### src/sv/mdcs_pkg.sv
// Shared types and constants for the minimum-distance corner selector.
// No dependencies; every other file in the block imports this package.
`default_nettype none

package mdcs_pkg;

    localparam int STORE_DEPTH = 256;
    localparam int COORD_BITS  = 12;
    localparam int PORT_BITS   = 12;
    localparam int MIND_BITS   = 12;
    localparam int MAXC_BITS   = 16;
    localparam int PIDX_BITS   = 20;
    localparam int CFG_DBITS   = 16;

    localparam int SQ_BITS   = 2 * COORD_BITS;
    localparam int SUM_BITS  = SQ_BITS + 1;
    localparam int LIM_BITS  = 2 * MIND_BITS;
    localparam int CMP_BITS  = (SUM_BITS > LIM_BITS) ? SUM_BITS : LIM_BITS;

    // Configuration register indexes.
    localparam logic CFG_MIN_DISTANCE = 1'b0;
    localparam logic CFG_MAX_CORNERS  = 1'b1;

    // A candidate corner as it travels down the chain of kept points.
    typedef struct packed {
        logic                  valid;
        logic [COORD_BITS-1:0] x;
        logic [COORD_BITS-1:0] y;
        logic                  has_proj;
        logic [PIDX_BITS-1:0]  pidx;
        logic                  close;
        logic                  captured;
    } t_cand;

    function automatic logic [COORD_BITS-1:0] abs_diff(
        input logic [COORD_BITS-1:0] a,
        input logic [COORD_BITS-1:0] b
    );
        abs_diff = (a >= b) ? (a - b) : (b - a);
    endfunction

endpackage

`default_nettype wire

### src/sv/mdcs_cell.sv
// One cell of the kept-corner chain: holds one kept point and tests each passing item.
// Depends on mdcs_pkg.
`default_nettype none

module mdcs_cell
    import mdcs_pkg::*;
(
    input  wire logic                i_clk,
    input  wire logic                i_rst_n,
    input  wire logic                i_en,
    input  wire logic                i_supp,
    input  wire logic [LIM_BITS-1:0] i_limit,
    input  wire t_cand               i_cand,
    output t_cand                    o_cand
);

    logic                  r_full;
    logic [COORD_BITS-1:0] r_px;
    logic [COORD_BITS-1:0] r_py;

    t_cand                 r_a_cand;
    logic                  r_a_chk;
    logic [SQ_BITS-1:0]    r_dx2;
    logic [SQ_BITS-1:0]    r_dy2;

    t_cand                 r_b_cand;

    t_cand                 n_a_cand;
    t_cand                 n_b_cand;

    logic                  w_cap;
    logic [COORD_BITS-1:0] w_dx;
    logic [COORD_BITS-1:0] w_dy;
    logic [CMP_BITS-1:0]   w_sum;
    logic                  w_near;

    // An empty cell takes the first item that is still good; cells fill in order,
    // so every earlier cell has already been checked by then.
    assign w_cap = i_cand.valid && !r_full && i_supp && !i_cand.close && !i_cand.captured;
    assign w_dx  = abs_diff(i_cand.x, r_px);
    assign w_dy  = abs_diff(i_cand.y, r_py);
    assign w_sum = CMP_BITS'(r_dx2) + CMP_BITS'(r_dy2);
    assign w_near = r_a_chk && (w_sum < CMP_BITS'(i_limit));

    always_comb begin
        n_a_cand          = i_cand;
        n_a_cand.captured = i_cand.captured | w_cap;
        n_b_cand          = r_a_cand;
        n_b_cand.close    = r_a_cand.close | w_near;
    end

    always_ff @(posedge i_clk) begin
        if (!i_rst_n) begin
            r_full         <= 1'b0;
            r_a_cand.valid <= 1'b0;
            r_b_cand.valid <= 1'b0;
        end else if (i_en) begin
            if (w_cap) begin
                r_full <= 1'b1;
                r_px   <= i_cand.x;
                r_py   <= i_cand.y;
            end
            r_a_cand <= n_a_cand;
            r_a_chk  <= i_cand.valid && r_full;
            r_dx2    <= SQ_BITS'(w_dx) * SQ_BITS'(w_dx);
            r_dy2    <= SQ_BITS'(w_dy) * SQ_BITS'(w_dy);

            r_b_cand <= n_b_cand;
        end
    end

    assign o_cand = r_b_cand;

endmodule

`default_nettype wire

### config.mk
export PLATFORM = sky130hd
export DESIGN_NAME = mdcs_cell
export DESIGN_NICKNAME = d
export VERILOG_FILES = /design/src/sv/mdcs_pkg.sv /design/src/sv/mdcs_cell.sv
export SDC_FILE = /design/constraint.sdc
export NUM_CORES = 1
export LEC_CHECK = 0
export BUFFER_PORTS_ARGS = -buffer_cell sky130_fd_sc_hd__buf_4
export CORE_MARGIN = 2
export CORE_UTILIZATION = 46
export DETAILED_ROUTE_END_ITERATION = 8
export GPL_TIMING_DRIVEN = 0
export HOLD_SLACK_MARGIN = 0.05
export PLACE_DENSITY = 0.77
export SLEW_MARGIN = 20
export SYNTH_ARGS = -nofsm -noshare
export SYNTH_HDL_FRONTEND = slang
export SYNTH_SLANG_ARGS = --single-unit
### constraint.sdc
create_clock -name i_clk -period 7.3 [get_ports i_clk]
set_input_delay 0 -clock i_clk [delete_from_list [all_inputs] [get_ports i_clk]]
set_output_delay 0 -clock i_clk [all_outputs]
set_load 0.05 [all_outputs]
### Yosys cells after proc, flatten, opt, wreduce, memory -nomap -nowiden

Index checks and enable logic that the tools add are counted.

| cells by class | value |
|---|---|
| multipliers | 2 |
| bitwise gates (word level) | 2 |
| $lt $le $gt $ge | 3 |
| reduce and logical (&&, ||, !) cells | 12 |
| add/sub/neg operators | 5 |
| multiplexer cells | 2 |

Operators with widths:

| operator | count |
|---|---|
| multiplier 12 x 12 -> 24 bit | 2 |
| subtractor 12 bit | 4 |
| adder 24 x 24 -> 25 bit | 1 |
| less-than comparator 25 x 24 -> 1 bit | 1 |
| >= comparator 12 bit | 2 |
| two-way mux 12 bit | 2 |
| logical AND 1 bit | 6 |
| AND reduction 2 bit | 2 |
| zero test 1 bit | 3 |
| AND reduction 3 bit | 1 |
| OR 1 bit | 2 |

| storage, ports and cells | value |
|---|---|
| input bits | 76 |
| word-level logic and storage cells | 46 |
| register bits | 170 |

### Logic depth before layout (Yosys ltp)

| depth | value |
|---|---|
| depth after elaboration | 6 |
| gate-level depth with buffers | 34 |
| depth with buffers taken out | 32 |

### Least setup slack after synthesis

No wires, ideal clock.

| timing | value |
|---|---|
| path type | reg2reg |
| from | register r_px[0] |
| to | register r_dx2[22], data pin |
| period minus slack after synthesis | 7.423 ns |
| setup slack | -0.123 ns |
| library setup time | 0.262 ns |
| data arrival time | 7.160 ns |
| stages on the path, launching flop included | 28 |
| path buffers | 2 |
| cell sequence | edfxtp_1 ha_1 fa_1 nand3b_1 a31oi_1 o2111ai_1 nand3b_1 buf_2 nor3_1 a31o_2 xor2_1 buf_2 or2_2 fa_1 inv_1 fa_1 fa_1 fa_1 inv_1 fa_1 inv_1 ha_1 or4_1 o22ai_1 o21ai_0 a2111oi_0 o21bai_1 xor2_1 |

| between the ends | value |
|---|---|
| longest elaborated chain between the ends | 3 |
| elaborated cells on any way between the ends | 5 |
| those cells by class | 2 x add/sub; 1 x mul; 1 x order compare; 1 x mux |

RTL lines:

| item | line | source |
|---|---|---|
| from (decl) | mdcs_cell.sv:18 | `logic [COORD_BITS-1:0] r_px;` |
| from (signal assigned) | mdcs_cell.sv:60 | `r_px <= i_cand.x;` |
| subtractor 12 bit or >= comparator 12 bit (tied branches) | mdcs_pkg.sv:39 | `abs_diff = (a >= b) ? (a - b) : (b - a);` |
| two-way mux 12 bit * | mdcs_pkg.sv:39 |  |
| multiplier 12 x 12 -> 24 bit * | mdcs_cell.sv:65 | `r_dx2 <= SQ_BITS'(w_dx) * SQ_BITS'(w_dx);` |
| to (signal assigned) | mdcs_cell.sv:65 |  |
| to (decl) | mdcs_cell.sv:23 | `logic [SQ_BITS-1:0] r_dx2;` |

Every way passes the cells marked *; elsewhere a longest branch is shown, timed or not.
A chain may end at the register's enable or synchronous reset.

### Worst setup path in the final report

Same ends and word-level chain as after synthesis.

==> metrics.md <==
| Metric | Value |
|---|---|
| H-tree lvl count | 4 |
| Post-synthesis instance area | 0.01631 sq mm |
| Proportion of layout cells with a drive suffix above 1 | 0.2571 |
| DP Area | 0.01787 sq mm |
| Num CTS Buffers | 17 |
| Critical Path Sink | r_dx2[22] |
| Library cell contributing the largest single delay on the critical path | fa_1 |
| Register-to-Register Setup Slack | -0.22 ns |
| Global Route Usage Sum | 0.1992 |
| Worst hold-check slack | 0.2436 ns |
| Reg2Reg Capture Point | r_dx2[22] |
| Vias after detailed routing | 12490 |
| Proportion of synthesized flip-flops having asynchronous set or reset | 0 |
| Clock Skew | 0.01316 ns |
| Synthesized area per cell | 10.44 sq um |
| Proportion of netlist area held by the largest area contributor | 0.3039 |
| Diodes inserted | 0 |
| Number of pins exceeding their max-slew limit in the final report | 0 |
| Weighted congestion reported at the end of routability-driven placement | 0.8938 |
| RSZ-0062 raised after global routing | true |
| Maximum root-to-sink buffer count | 2 |
| Arrival time worst endpoint | 7.73 ns |
| Number of cells after detailed placement | 2142 |
| Min Clock Period, post-route | 7.524 ns |
| Horizontal die dimension | 192.3 microns |
| Register bit count reported by yosys | 168 |
| Maximum cell stage delay along the critical path | 0.60 ns |
| Maximum clock frequency | 132.9 MHz |
| TritonCTS sink count | 168 |
| Cell variety after synth | 72 |
| Iteration-0 DRC Markers | 997 |
| DP HPWL | 25940 microns |
| Number of enable-type register cells in the synthesized netlist | 165 |
| Initial antenna violation count | 0 |
| Number of inserted filler cells in the final layout | 2613 |
| Start point of the critical path | r_px[0] |
| Area used by sequential logic in the layout | 0.005015 sq mm |
| Wirelength per Cell | 16.75 microns |
| Layout area overhead | 28.71% |
| I/O pin count | 124 |
| Count of antenna-violating nets left after detailed routing | 0 |
| Setup-failing EPs final | 8 |
| Top FF cell, synth | edfxtp_1 |
| Start-to-end type of the worst setup path | reg -> reg |
| Clock transition at the register clock pins on the worst setup and hold paths after CTS | 0.08 ns |
| Number of I/O port buffers | 123 |
| Transition time of the tightest slew-check pin | 0.8269 ns |
| Total gr overflow | 0 |
| Die area | 0.03697 sq mm |
| Height of the die | 192.3 microns |
| Endpoint type of the worst setup path | register |
| Slack of the critical path | -0.2241 ns |
| Vias per Instance | 5.379 |
| Net count after synthesis | 2004 |
| Core Area | 0.03471 sq mm |
| DRC violation count after routing | 0 |
| Global-route wire length before repair | 58230 microns |
| Final hold vios | 0 |
| Path type of the worst min-delay path | in -> reg |
| Max-capacitance violation count | 0 |
| Layout Cell Area excl Fill | 0.02099 sq mm |
| Multi-input combinational cell area | 0.01103 sq mm |
| Cells on worst reg2reg path | 28 |
| Num rows | 68 |
| Iteration count of the initial detailed-routing pass | 6 |
| Minimum setup slack after placement | -1.250 ns |
| Total detailed-routing wirelength | 38890 microns |
| CTS tree | done |
| Final cell count without fillers | 2322 |
| Final Cycle Share | 1.031 |
| CTS root buffer | clkbuf_16 |
| Reg-to-reg startpoint | r_px[0] |
| Net count of the finished layout | 2297 |
| Run status | finished with violations |
| Pin count of the biggest net entering global routing | 58 |
| Cell with the most instances on the worst path | fa_1 |
| Critical Path Start Type | register |
| Syn. warnings | 0 |
| Max transition margin | 0.4417 |
| Largest fanout on the critical path | 6 |
| Initial core utilization | 0.4697 |
| Worst skew pair latency | 0.46 ns |
| Sequential cell area fraction in the yosys report | 0.3076 |
| Cell count after synthesis | 1562 |
| Largest cells by area after synthesis | edfxtp_1 (30%), fa_1 (20%), ha_1 (16%) |
| Required time at the worst-slack endpoint | 7.50 ns |
| Biggest area consumer among synthesized cells | edfxtp_1 |
| Violations in the final reports | setup timing |
| Via count of the first global-routing pass | 12420 |
worst min-delay path by stage:
| stage | start | endpoint | slack (ns) | cells past startpoint |
|---|---|---|---|---|
| 3_5_place_dp | i_cand[2] | n_b_cand[2] | 0.18 | 1 |
| 6_report | i_supp | n_b_cand[0] | 0.24 | 3 |
| 5_1_grt | i_supp | n_b_cand[0] | 0.25 | 3 |
| 4_1_cts | i_supp | n_b_cand[0] | 0.22 | 3 |
| 3_3_place_gp | i_cand[7] | n_b_cand[7] | 0.18 | 1 |
| 2_1_floorplan | i_cand[10] | n_b_cand[10] | 0.1 | 0 |
cell usage in the layout, fill, tap and decap left out, drive strengths merged, types with 26 or more instances in the layout:
master and n:
edfxtp 165, dlygate4sd3 50, a21oi 58, xor2 27, ha 203, buf 247
or2 26, a21o 26, nor3 32, inv 330, nor2 151, fa 163
o21ai 43, nand2 53, xnor2 45
cell usage after synthesis (4+ instances only):
library cell,instances
a2111oi_0,4
a211o_1,4
a211oi_1,10
a21boi_0,4
a21o_1,26
a21oi_1,56
a31oi_1,6
and2_1,4
and3_1,9
buf_2,15
clkbuf_1,9
edfxtp_1,165
fa_1,163
ha_1,203
inv_1,321
mux2_2,4
mux2i_1,14
nand2_1,53
nand2b_1,24
nand3_1,16
nand4_1,7
nor2_1,151
nor2b_1,20
nor3_1,31
o21a_1,20
o21ai_0,42
o21bai_1,9
o31ai_1,4
or2_1,4
or2_2,22
or3_1,6
xnor2_1,41
xnor2_2,4
xor2_1,24
final cells by class:
cell class | instances | area share
Sequential cell | 168 | 0.2390
Inverter | 324 | 0.05849
Multi-Input combinational cell | 1041 | 0.5257
Tap cell | 455 | 0.02713
Timing Repair Buffer | 274 | 0.1111
Buffer | 29 | 0.01169
Clock inverter | 14 | 0.006618
Clock buffer | 17 | 0.02027
sequential cells by signal, summed over array words and instances, names as in the netlist:
| signal | cells |
|---|---|
| r_dx2 | 23 |
| o_cand | 48 |
| r_px | 12 |
| r_py | 12 |
| r_a_cand | 1 |
| r_dy2 | 23 |
| r_a_chk | 1 |
| r_full | 1 |
| n_b_cand | 47 |
routing by layer:
layer / vias up / GRT usage / part of all wire
met3: 88 / 0.03801 / 0.063
met1: 6162 / 0.2589 / 0.42
li1: 5749 / - / -
met4: 0 / 0.06430 / 0.023
met5: - / 0 / 0
met2: 491 / 0.3362 / 0.49
stage by stage:
step	util	setup TNS [ns]
3_3_place_gp	0.5130	-8.109
4_1_cts	0.5728	-0.04643
5_1_grt	0.6046	-3.570
2_1_floorplan	-	0
6_report	0.6046	-0.5789
3_5_place_dp	0.5147	-10.86
worst max-delay path, delay by kind of cell (launching register included):
family	cells	cell delay, ns
fa+ha+maj	8	3.57
compound gates	7	1.41
buf+inv	6	0.76
simple gates	5	0.67
flops	1	0.45
xor+xnor	2	0.39
kinds of logic (layout without fill, tap and decap cells):
kind of cell             Yosys count  count (layout)  share of synthesized area
buffers and inverters            353             658                    0.08410
multiplexers                      18              18                    0.01136
flip-flops                       168             168                     0.3076
adder cells (fa/ha/maj)          366             366                     0.3559
AND/OR/NAND/NOR                  365             365                     0.1078
AO/OA/AOI/OAI                    220             220                    0.09139
XOR/XNOR                          72              72                    0.04190
timing repair:
item / CTS / global route
pin swaps: 50 / 96
resized for setup: 118 / 153
hold buffers: 50 / 0
endpoints found under the setup margin: 22 / 23
setup buffers: 49 / 52
hold endpoints to repair: 75 / 0
gates cloned: 1 / 0
Power is left out: the tool's default activity adds up to more than one toggle a clock period on the data nets, which glitch-free logic cannot reach.
