==> src/sv/mdcs_pkg.sv <==
// Shared types and constants for the minimum-distance corner selector.
// No dependencies; every other file in the block imports this package.
`default_nettype none

package mdcs_pkg;

    localparam int STORE_DEPTH = 256;
    localparam int COORD_BITS  = 12;
    localparam int PORT_BITS   = 12;
    localparam int MIND_BITS   = 12;
    localparam int MAXC_BITS   = 16;
    localparam int PIDX_BITS   = 20;
    localparam int CFG_DBITS   = 16;

    localparam int SQ_BITS   = 2 * COORD_BITS;
    localparam int SUM_BITS  = SQ_BITS + 1;
    localparam int LIM_BITS  = 2 * MIND_BITS;
    localparam int CMP_BITS  = (SUM_BITS > LIM_BITS) ? SUM_BITS : LIM_BITS;

    // Configuration register indexes.
    localparam logic CFG_MIN_DISTANCE = 1'b0;
    localparam logic CFG_MAX_CORNERS  = 1'b1;

    // A candidate corner as it travels down the chain of kept points.
    typedef struct packed {
        logic                  valid;
        logic [COORD_BITS-1:0] x;
        logic [COORD_BITS-1:0] y;
        logic                  has_proj;
        logic [PIDX_BITS-1:0]  pidx;
        logic                  close;
        logic                  captured;
    } t_cand;

    function automatic logic [COORD_BITS-1:0] abs_diff(
        input logic [COORD_BITS-1:0] a,
        input logic [COORD_BITS-1:0] b
    );
        abs_diff = (a >= b) ? (a - b) : (b - a);
    endfunction

endpackage

`default_nettype wire

==> src/sv/mdcs_select.sv <==
// End of the chain: selection counting, the finish flag and the result register.
// Depends on mdcs_pkg.
`default_nettype none

module mdcs_select
    import mdcs_pkg::*;
(
    input  wire logic                 i_clk,
    input  wire logic                 i_rst_n,
    input  wire logic                 i_en,
    input  wire logic                 i_supp,
    input  wire logic [MAXC_BITS-1:0] i_max_corners,
    input  wire t_cand                i_cand,
    output logic                      o_valid,
    output logic                      o_is_good,
    output logic                      o_is_selected,
    output logic [PIDX_BITS-1:0]      o_selected_index,
    output logic                      o_finished,
    output logic                      o_store_overflow
);

    logic                 r_valid;
    logic [MAXC_BITS-1:0] r_count;
    logic                 r_done;
    logic                 r_good;
    logic                 r_sel;
    logic [PIDX_BITS-1:0] r_index;
    logic                 r_fin;
    logic                 r_ovf;

    logic                 w_good;
    logic                 w_sel;
    logic [MAXC_BITS-1:0] n_count;

    assign w_good  = !i_cand.close;
    assign w_sel   = w_good && i_cand.has_proj;
    assign n_count = r_count + 1'b1;

    always_ff @(posedge i_clk) begin
        if (!i_rst_n) begin
            r_valid <= 1'b0;
            r_count <= '0;
            r_done  <= 1'b0;
        end else if (i_en) begin
            r_valid <= i_cand.valid;
            if (i_cand.valid) begin
                if (r_done) begin
                    r_good  <= 1'b0;
                    r_sel   <= 1'b0;
                    r_index <= '0;
                    r_fin   <= 1'b1;
                    r_ovf   <= 1'b0;
                end else begin
                    r_good  <= w_good;
                    r_sel   <= w_sel;
                    r_index <= w_sel ? i_cand.pidx : '0;
                    r_fin   <= 1'b0;
                    // A good corner that found no free cell overflowed the store.
                    r_ovf   <= w_good && i_supp && !i_cand.captured;
                    if (w_sel) begin
                        r_count <= n_count;
                        if (i_max_corners != '0 && n_count >= i_max_corners) begin
                            r_done <= 1'b1;
                        end
                    end
                end
            end
        end
    end

    assign o_valid          = r_valid;
    assign o_is_good        = r_good;
    assign o_is_selected    = r_sel;
    assign o_selected_index = r_index;
    assign o_finished       = r_fin;
    assign o_store_overflow = r_ovf;

endmodule

`default_nettype wire

==> config.mk <==
export PLATFORM = sky130hd
export DESIGN_NAME = mdcs_select
export DESIGN_NICKNAME = d
export VERILOG_FILES = /design/src/sv/mdcs_pkg.sv /design/src/sv/mdcs_select.sv
export SDC_FILE = /design/constraint.sdc
export NUM_CORES = 1
export LEC_CHECK = 0
export ABC_AREA = 1
export BUFFER_PORTS_ARGS = -buffer_cell sky130_fd_sc_hd__clkbuf_2
export CAP_MARGIN = 20
export CORE_MARGIN = 2
export CORE_UTILIZATION = 49
export DETAILED_ROUTE_END_ITERATION = 6
export PLACE_DENSITY_LB_ADDON = 0.15
export RECOVER_POWER = 25
export SYNTH_ARGS = -nofsm -noshare
export SYNTH_HDL_FRONTEND = slang
export SYNTH_SLANG_ARGS = --single-unit
==> constraint.sdc <==
create_clock -name i_clk -period 3.74 [get_ports i_clk]
set_clock_uncertainty 0.2 [all_clocks]
set_input_delay 0.748 -clock i_clk [delete_from_list [all_inputs] [get_ports i_clk]]
set_output_delay 0.748 -clock i_clk [all_outputs]
set_load 0.01 [all_outputs]
* Yosys cells after proc, flatten, opt, wreduce, memory -nomap -nowiden
Cells that the tools add are included.
** Operators by class
- $add $sub $neg :: 1
- Order comparisons :: 1
- Muxes and demuxes :: 4
- Bitwise logic cells :: 2
- Reduce and logical (&&, ||, !) cells :: 11
** Operators with widths (count)
- 16-bit by 1-bit adder with 16-bit output, second input constant :: 1
- 16-bit greater-or-equal comparator :: 1
- 16-bit nonzero test :: 1
- 1-bit logical AND :: 4
- 1-bit two-way mux :: 4
- 4-bit AND reduction :: 1
- 3-bit AND reduction :: 1
- 1-bit logical NOT :: 2
- 1-bit inverter :: 2
- 2-bit AND reduction :: 1
- 2-bit OR reduction :: 1
** Word-level totals
- Flip-flop bits (word level) :: 42
- Input bits :: 68
- Output and inout bits :: 25
- Logic and storage cells :: 27

* Longest topological paths before layout
- Depth after elaboration :: 6
- Gate-level depth with buffers :: 19

* Worst setup path after synthesis
Ideal clock, no wire load.
- Path type :: input-to-reg
- Start :: in i_rst_n
- End :: reg r_fin, in the netlist o_finished (enable)
- Arrival time :: 2276 ps
- Setup slack :: 859 ps
- Cell stages on the path :: 3
- Buffers on the path :: 1
- Cells stage by stage :: clkbuf_1 > clkinv_1 > nor2_1
** Between the ends
- Word-level cells in the longest chain between the ends :: 1
** RTL lines
- start, declared :: RTL line mdcs_select.sv:9 : input wire logic i_rst_n,
- 3-bit AND reduction (no line)
- end signal, assigned :: RTL line mdcs_select.sv:51 : r_fin <= 1'b1;
- end signal, assigned :: RTL line mdcs_select.sv:57 : r_fin <= 1'b0;
- end, declared :: RTL line mdcs_select.sv:28 : logic r_fin;
No other way between the ends.
A chain may end at the register's enable or synchronous reset.

* Worst setup path in the final report
- Start :: reg r_count[0]
- End :: reg r_done
** Between the ends
- Word-level cells in the longest chain between the ends :: 6
** RTL lines
- start, declared :: RTL line mdcs_select.sv:23 : logic [MAXC_BITS-1:0] r_count;
- start signal, assigned :: RTL line mdcs_select.sv:61 : r_count <= n_count;
- 16-bit by 1-bit adder with 16-bit output :: RTL line mdcs_select.sv:37 : assign n_count = r_count + 1'b1;
- net n_count[14] :: RTL line mdcs_select.sv:33 : logic [MAXC_BITS-1:0] n_count;
- 16-bit greater-or-equal comparator :: RTL line mdcs_select.sv:62 : if (i_max_corners != '0 && n_count >= i_max_corners) begin
- 1-bit logical AND :: RTL line mdcs_select.sv:62
- 1-bit two-way mux :: RTL line mdcs_select.sv:62
- 1-bit two-way mux :: RTL line mdcs_select.sv:60 : if (w_sel) begin
- 1-bit two-way mux :: RTL line mdcs_select.sv:47 : if (r_done) begin
- end signal, assigned :: RTL line mdcs_select.sv:43 : r_done <= 1'b0;
- end signal, assigned :: RTL line mdcs_select.sv:63 : r_done <= 1'b1;
- end, declared :: RTL line mdcs_select.sv:24 : logic r_done;
The timed path passes the listed nets, and every way through them passes these cells.

==> insert_results.sql <==
INSERT INTO impl_metrics (metric_group, metric, value, unit) VALUES
('cts', 'clkLatencyLatePin', '0.29', 'ns'),
('synthesis', 'mappedNetlistNets', '377', ''),
('place', 'detailed_place.area', '2740', 'um^2'),
('cts', 'postCtsSetupRepairBufs', '0', ''),
('setup_path', 'timing.critical_path.slowest_cell_delay', '0.42', 'ns'),
('finish', 'final_net_count', '449', ''),
('detailed_routing', 'detail_route.iter0.violations', '57', ''),
('setup_path', 'timing.critical_path.from_type', 'flip-flop', ''),
('timing', 'final_min_period_over_clock_period', '68.1', '%'),
('setup_path', 'critPathSlowestCell', 'sky130_fd_sc_hd__dfxtp_1', ''),
('global_route', 'grt_start_max_net_pins', '22', ''),
('timing', 'worst_pin_slew', '0.597', 'ns'),
('cts', 'clock_tree.buffer_depth', '2', ''),
('floorplan', 'rows', '25', ''),
('detailed_routing', 'drt-pass1-iter-count', '4', ''),
('timing', 'relSlewSlack', '60.1', '%'),
('finish', 'synthToLayoutAreaGrowth', '19.9', '%'),
('synthesis', 'synth.area.top_cells', 'sky130_fd_sc_hd__edfxtp_1 (31%), sky130_fd_sc_hd__dfxtp_1 (15%), sky130_fd_sc_hd__inv_1 (11%)', ''),
('timing', 'timing.final.max_slew_violations', '0', ''),
('cts', 'clock-root-buffer', 'sky130_fd_sc_hd__clkbuf_8', ''),
('setup_path', 'cpLargestDelayFamily', 'simple AND/OR/NAND/NOR gates', ''),
('finish', 'layout.cell_area.non_filler', '2810', 'um^2'),
('cts', 'numCtsBuffers', '5', ''),
('timing', 'fmaxAchievable', '392', 'MHz'),
('setup_path', 'crit_path_frequent_cell', 'sky130_fd_sc_hd__nand2_1', ''),
('setup_path', 'r2r-start', 'r_count[0]', ''),
('power', 'power-per-cell-area', '319', 'nW/um^2'),
('timing', 'fin_hold_ws', '0.266', 'ns'),
('synthesis', 'yosys_register_bits', '42', ''),
('synthesis', 'synth-warning-count', '0', ''),
('cts', 'post_cts_resize_count', '0', ''),
('global_route', 'first_pass_grt_wire_length', '7.54', 'mm'),
('finish', 'final_cell_mix', 'sky130_fd_sc_hd__inv_1 (67), sky130_fd_sc_hd__clkbuf_2 (52), sky130_fd_sc_hd__nand2_1 (42), sky130_fd_sc_hd__nor2_1 (40), sky130_fd_sc_hd__edfxtp_1 (24)', ''),
('cts', 'clock_sink_count', '42', ''),
('setup_path', 'cell_by_cell_trace_of_the_critical_path', 'ha_1 > nand2_2 > nor2_2 > nand2_2 > nor2_4 > nand3_1 > xor2_1 > inv_1 > ha_1 > nand2_1 > nor3_1 > nand2_1 > nand2_1 > nand2_1 > a21oi_1', ''),
('synthesis', 'part_of_the_yosys_area_used_for_sequential_elements', '46.2', '%'),
('cts', 'cts_tree', 'built', ''),
('detailed_routing', 'vias_per_cell', '4.73', ''),
('timing', 'final_hold_viol_count', '0', ''),
('finish', 'num-fill-cells', '425', ''),
('setup_path', 'timing.reg2reg.worst_path_depth', '15', ''),
('power', 'ir_drop', '0.224', 'mV'),
('detailed_routing', 'routedWlPerCell', '10.9', 'um'),
('power', 'p_leak', '0.00145', 'uW'),
('synthesis', 'synth_cell_types', '26', ''),
('floorplan', 'dieWidth', '73.1', 'um'),
('place', 'numPortBuffers', '68', ''),
('floorplan', 'die_area', '5350', 'um^2'),
('global_route', 'overflow', '0', ''),
('cts', 'postCtsHoldBufs', '0', ''),
('global_route', 'track_usage', '18.3', '%'),
('global_route', 'antenna_found_initial', '0', ''),
('setup_path', 'crit_fanout', '5', ''),
('setup_path', 'capturing_point_of_the_worst_reg2reg_path', 'r_done', ''),
('detailed_routing', 'drc_errors', '0', ''),
('setup_path', 'worst_ep_required_time', '3.77', 'ns'),
('finish', 'layout_commonest_cell', 'sky130_fd_sc_hd__inv_1', ''),
('detailed_routing', 'detailroute.via_count', '1981', ''),
('timing', 'post-route-min-period', '2.55', 'ns'),
('synthesis', 'combined_area_of_all_synthesized_cells', '2340', 'um^2'),
('synthesis', 'synthDominantAreaCellType', 'sky130_fd_sc_hd__edfxtp_1', ''),
('setup_path', 'ff2ff_setup_slack', '1.19', 'ns'),
('place', 'gpl.final_weighted_congestion', '0.836', ''),
('global_route', 'first_global_vias', '1815', ''),
('min_path', 'whs_path_depth', '2', ''),
('min_path', 'worstHoldEndpoint', 'o_valid', ''),
('finish', 'antenna_diode_count', '0', ''),
('status', 'outcome', 'finished, final reports clean', ''),
('synthesis', 'post_synth_inst_count', '292', ''),
('floorplan', 'die_h', '73.1', 'um'),
('finish', 'postLayoutCoreUtil', '60.3', '%');
==> flip-flops by register name (all words and copies together), names as in the netlist <==
| register | cells |
|---|---|
| r_count | 16 |
| r_done | 1 |
| o_selected_index | 20 |
| o_is_good | 1 |
| o_is_selected | 1 |
| o_valid | 1 |
| o_finished | 1 |
| o_store_overflow | 1 |
==> routing by layer <==
metal	track usage, %	routed length, um	vias to the layer above
li1	-	-	1059
met1	22.1	2080	848
met2	31.3	2090	66
met3	4.14	317	8
met4	7.41	79	0
met5	0	0	-
==> worst max-delay path by stage <==
stage	cells past startpoint	startpoint	to	slack, ns
2_1_floorplan	3	i_rst_n	o_finished	0.86
3_3_place_gp	15	r_count[0]	r_done	1.24
3_5_place_dp	15	r_count[0]	r_done	1.20
4_1_cts	15	r_count[0]	r_done	1.20
5_1_grt	19	r_count[0]	r_done	0.95
6_report	15	r_count[0]	r_done	1.19
==> power breakdown <==
group          switching (uW)  internal, uW  leakage [uW]
Sequential               6.94           502      0.000369
Clock                     155           128     0.0000416
Combinational            61.5          44.1       0.00104
Total                     224           674       0.00145
==> stage by stage <==
step	instances	power (uW)	setup slack (ns)
2_1_floorplan	292	582	0.859
3_3_place_gp	411	623	1.24
3_5_place_dp	411	627	1.20
4_1_cts	419	910	1.20
5_1_grt	419	941	0.954
6_report	419	897	1.19
==> logic make-up after synthesis <==
group | count (synthesis) | share of synthesized area [%]
AND/OR/NAND/NOR | 106 | 19.3
buffers and inverters | 74 | 12.1
AO/OA/AOI/OAI | 44 | 9.99
flip-flops | 42 | 46.2
adder cells (fa/ha/maj) | 17 | 9.08
XOR/XNOR | 9 | 3.37
==> cell usage after synthesis <==
master	instances
sky130_fd_sc_hd__nor2_4	1
sky130_fd_sc_hd__buf_2	1
sky130_fd_sc_hd__inv_1	67
sky130_fd_sc_hd__nor2_1	41
sky130_fd_sc_hd__nand2_1	42
sky130_fd_sc_hd__o21ai_0	16
sky130_fd_sc_hd__xor2_1	9
sky130_fd_sc_hd__edfxtp_1	24
sky130_fd_sc_hd__buf_4	1
sky130_fd_sc_hd__nand3_1	5
sky130_fd_sc_hd__a211oi_1	1
sky130_fd_sc_hd__nand4_1	6
sky130_fd_sc_hd__o21ai_1	2
sky130_fd_sc_hd__o21bai_2	1
sky130_fd_sc_hd__a21oi_1	22
sky130_fd_sc_hd__nor3_1	4
sky130_fd_sc_hd__clkbuf_1	3
sky130_fd_sc_hd__nor2_2	2
sky130_fd_sc_hd__nand2_2	3
sky130_fd_sc_hd__a21boi_0	1
sky130_fd_sc_hd__dfxtp_1	18
sky130_fd_sc_hd__o21bai_1	1
sky130_fd_sc_hd__or2_2	1
sky130_fd_sc_hd__clkinv_1	2
sky130_fd_sc_hd__nand3_2	1
sky130_fd_sc_hd__ha_1	17
==> worst reg2reg max path, delay by kind of cell (launching register included) <==
kind | cells | cell delay [ns]
flip-flops | 1 | 0.42
adder cells (fa/ha/maj) | 2 | 0.50
XOR/XNOR | 1 | 0.18
AO/OA/AOI/OAI | 1 | 0.11
buffers and inverters | 1 | 0.06
AND/OR/NAND/NOR | 10 | 1.01
==> cell type report <==
class | instances | area (um^2) | area share (%)
Clock buffer | 5 | 68.8 | 2.45
Clock inverter | 3 | 16.3 | 0.579
Inverter | 69 | 259 | 9.22
Multi-Input combinational cell | 176 | 981 | 34.9
Sequential cell | 42 | 1080 | 38.5
Tap cell | 54 | 67.6 | 2.41
Timing Repair Buffer | 70 | 335 | 11.9
No activity file was read; power rests on OpenSTA's default activity.
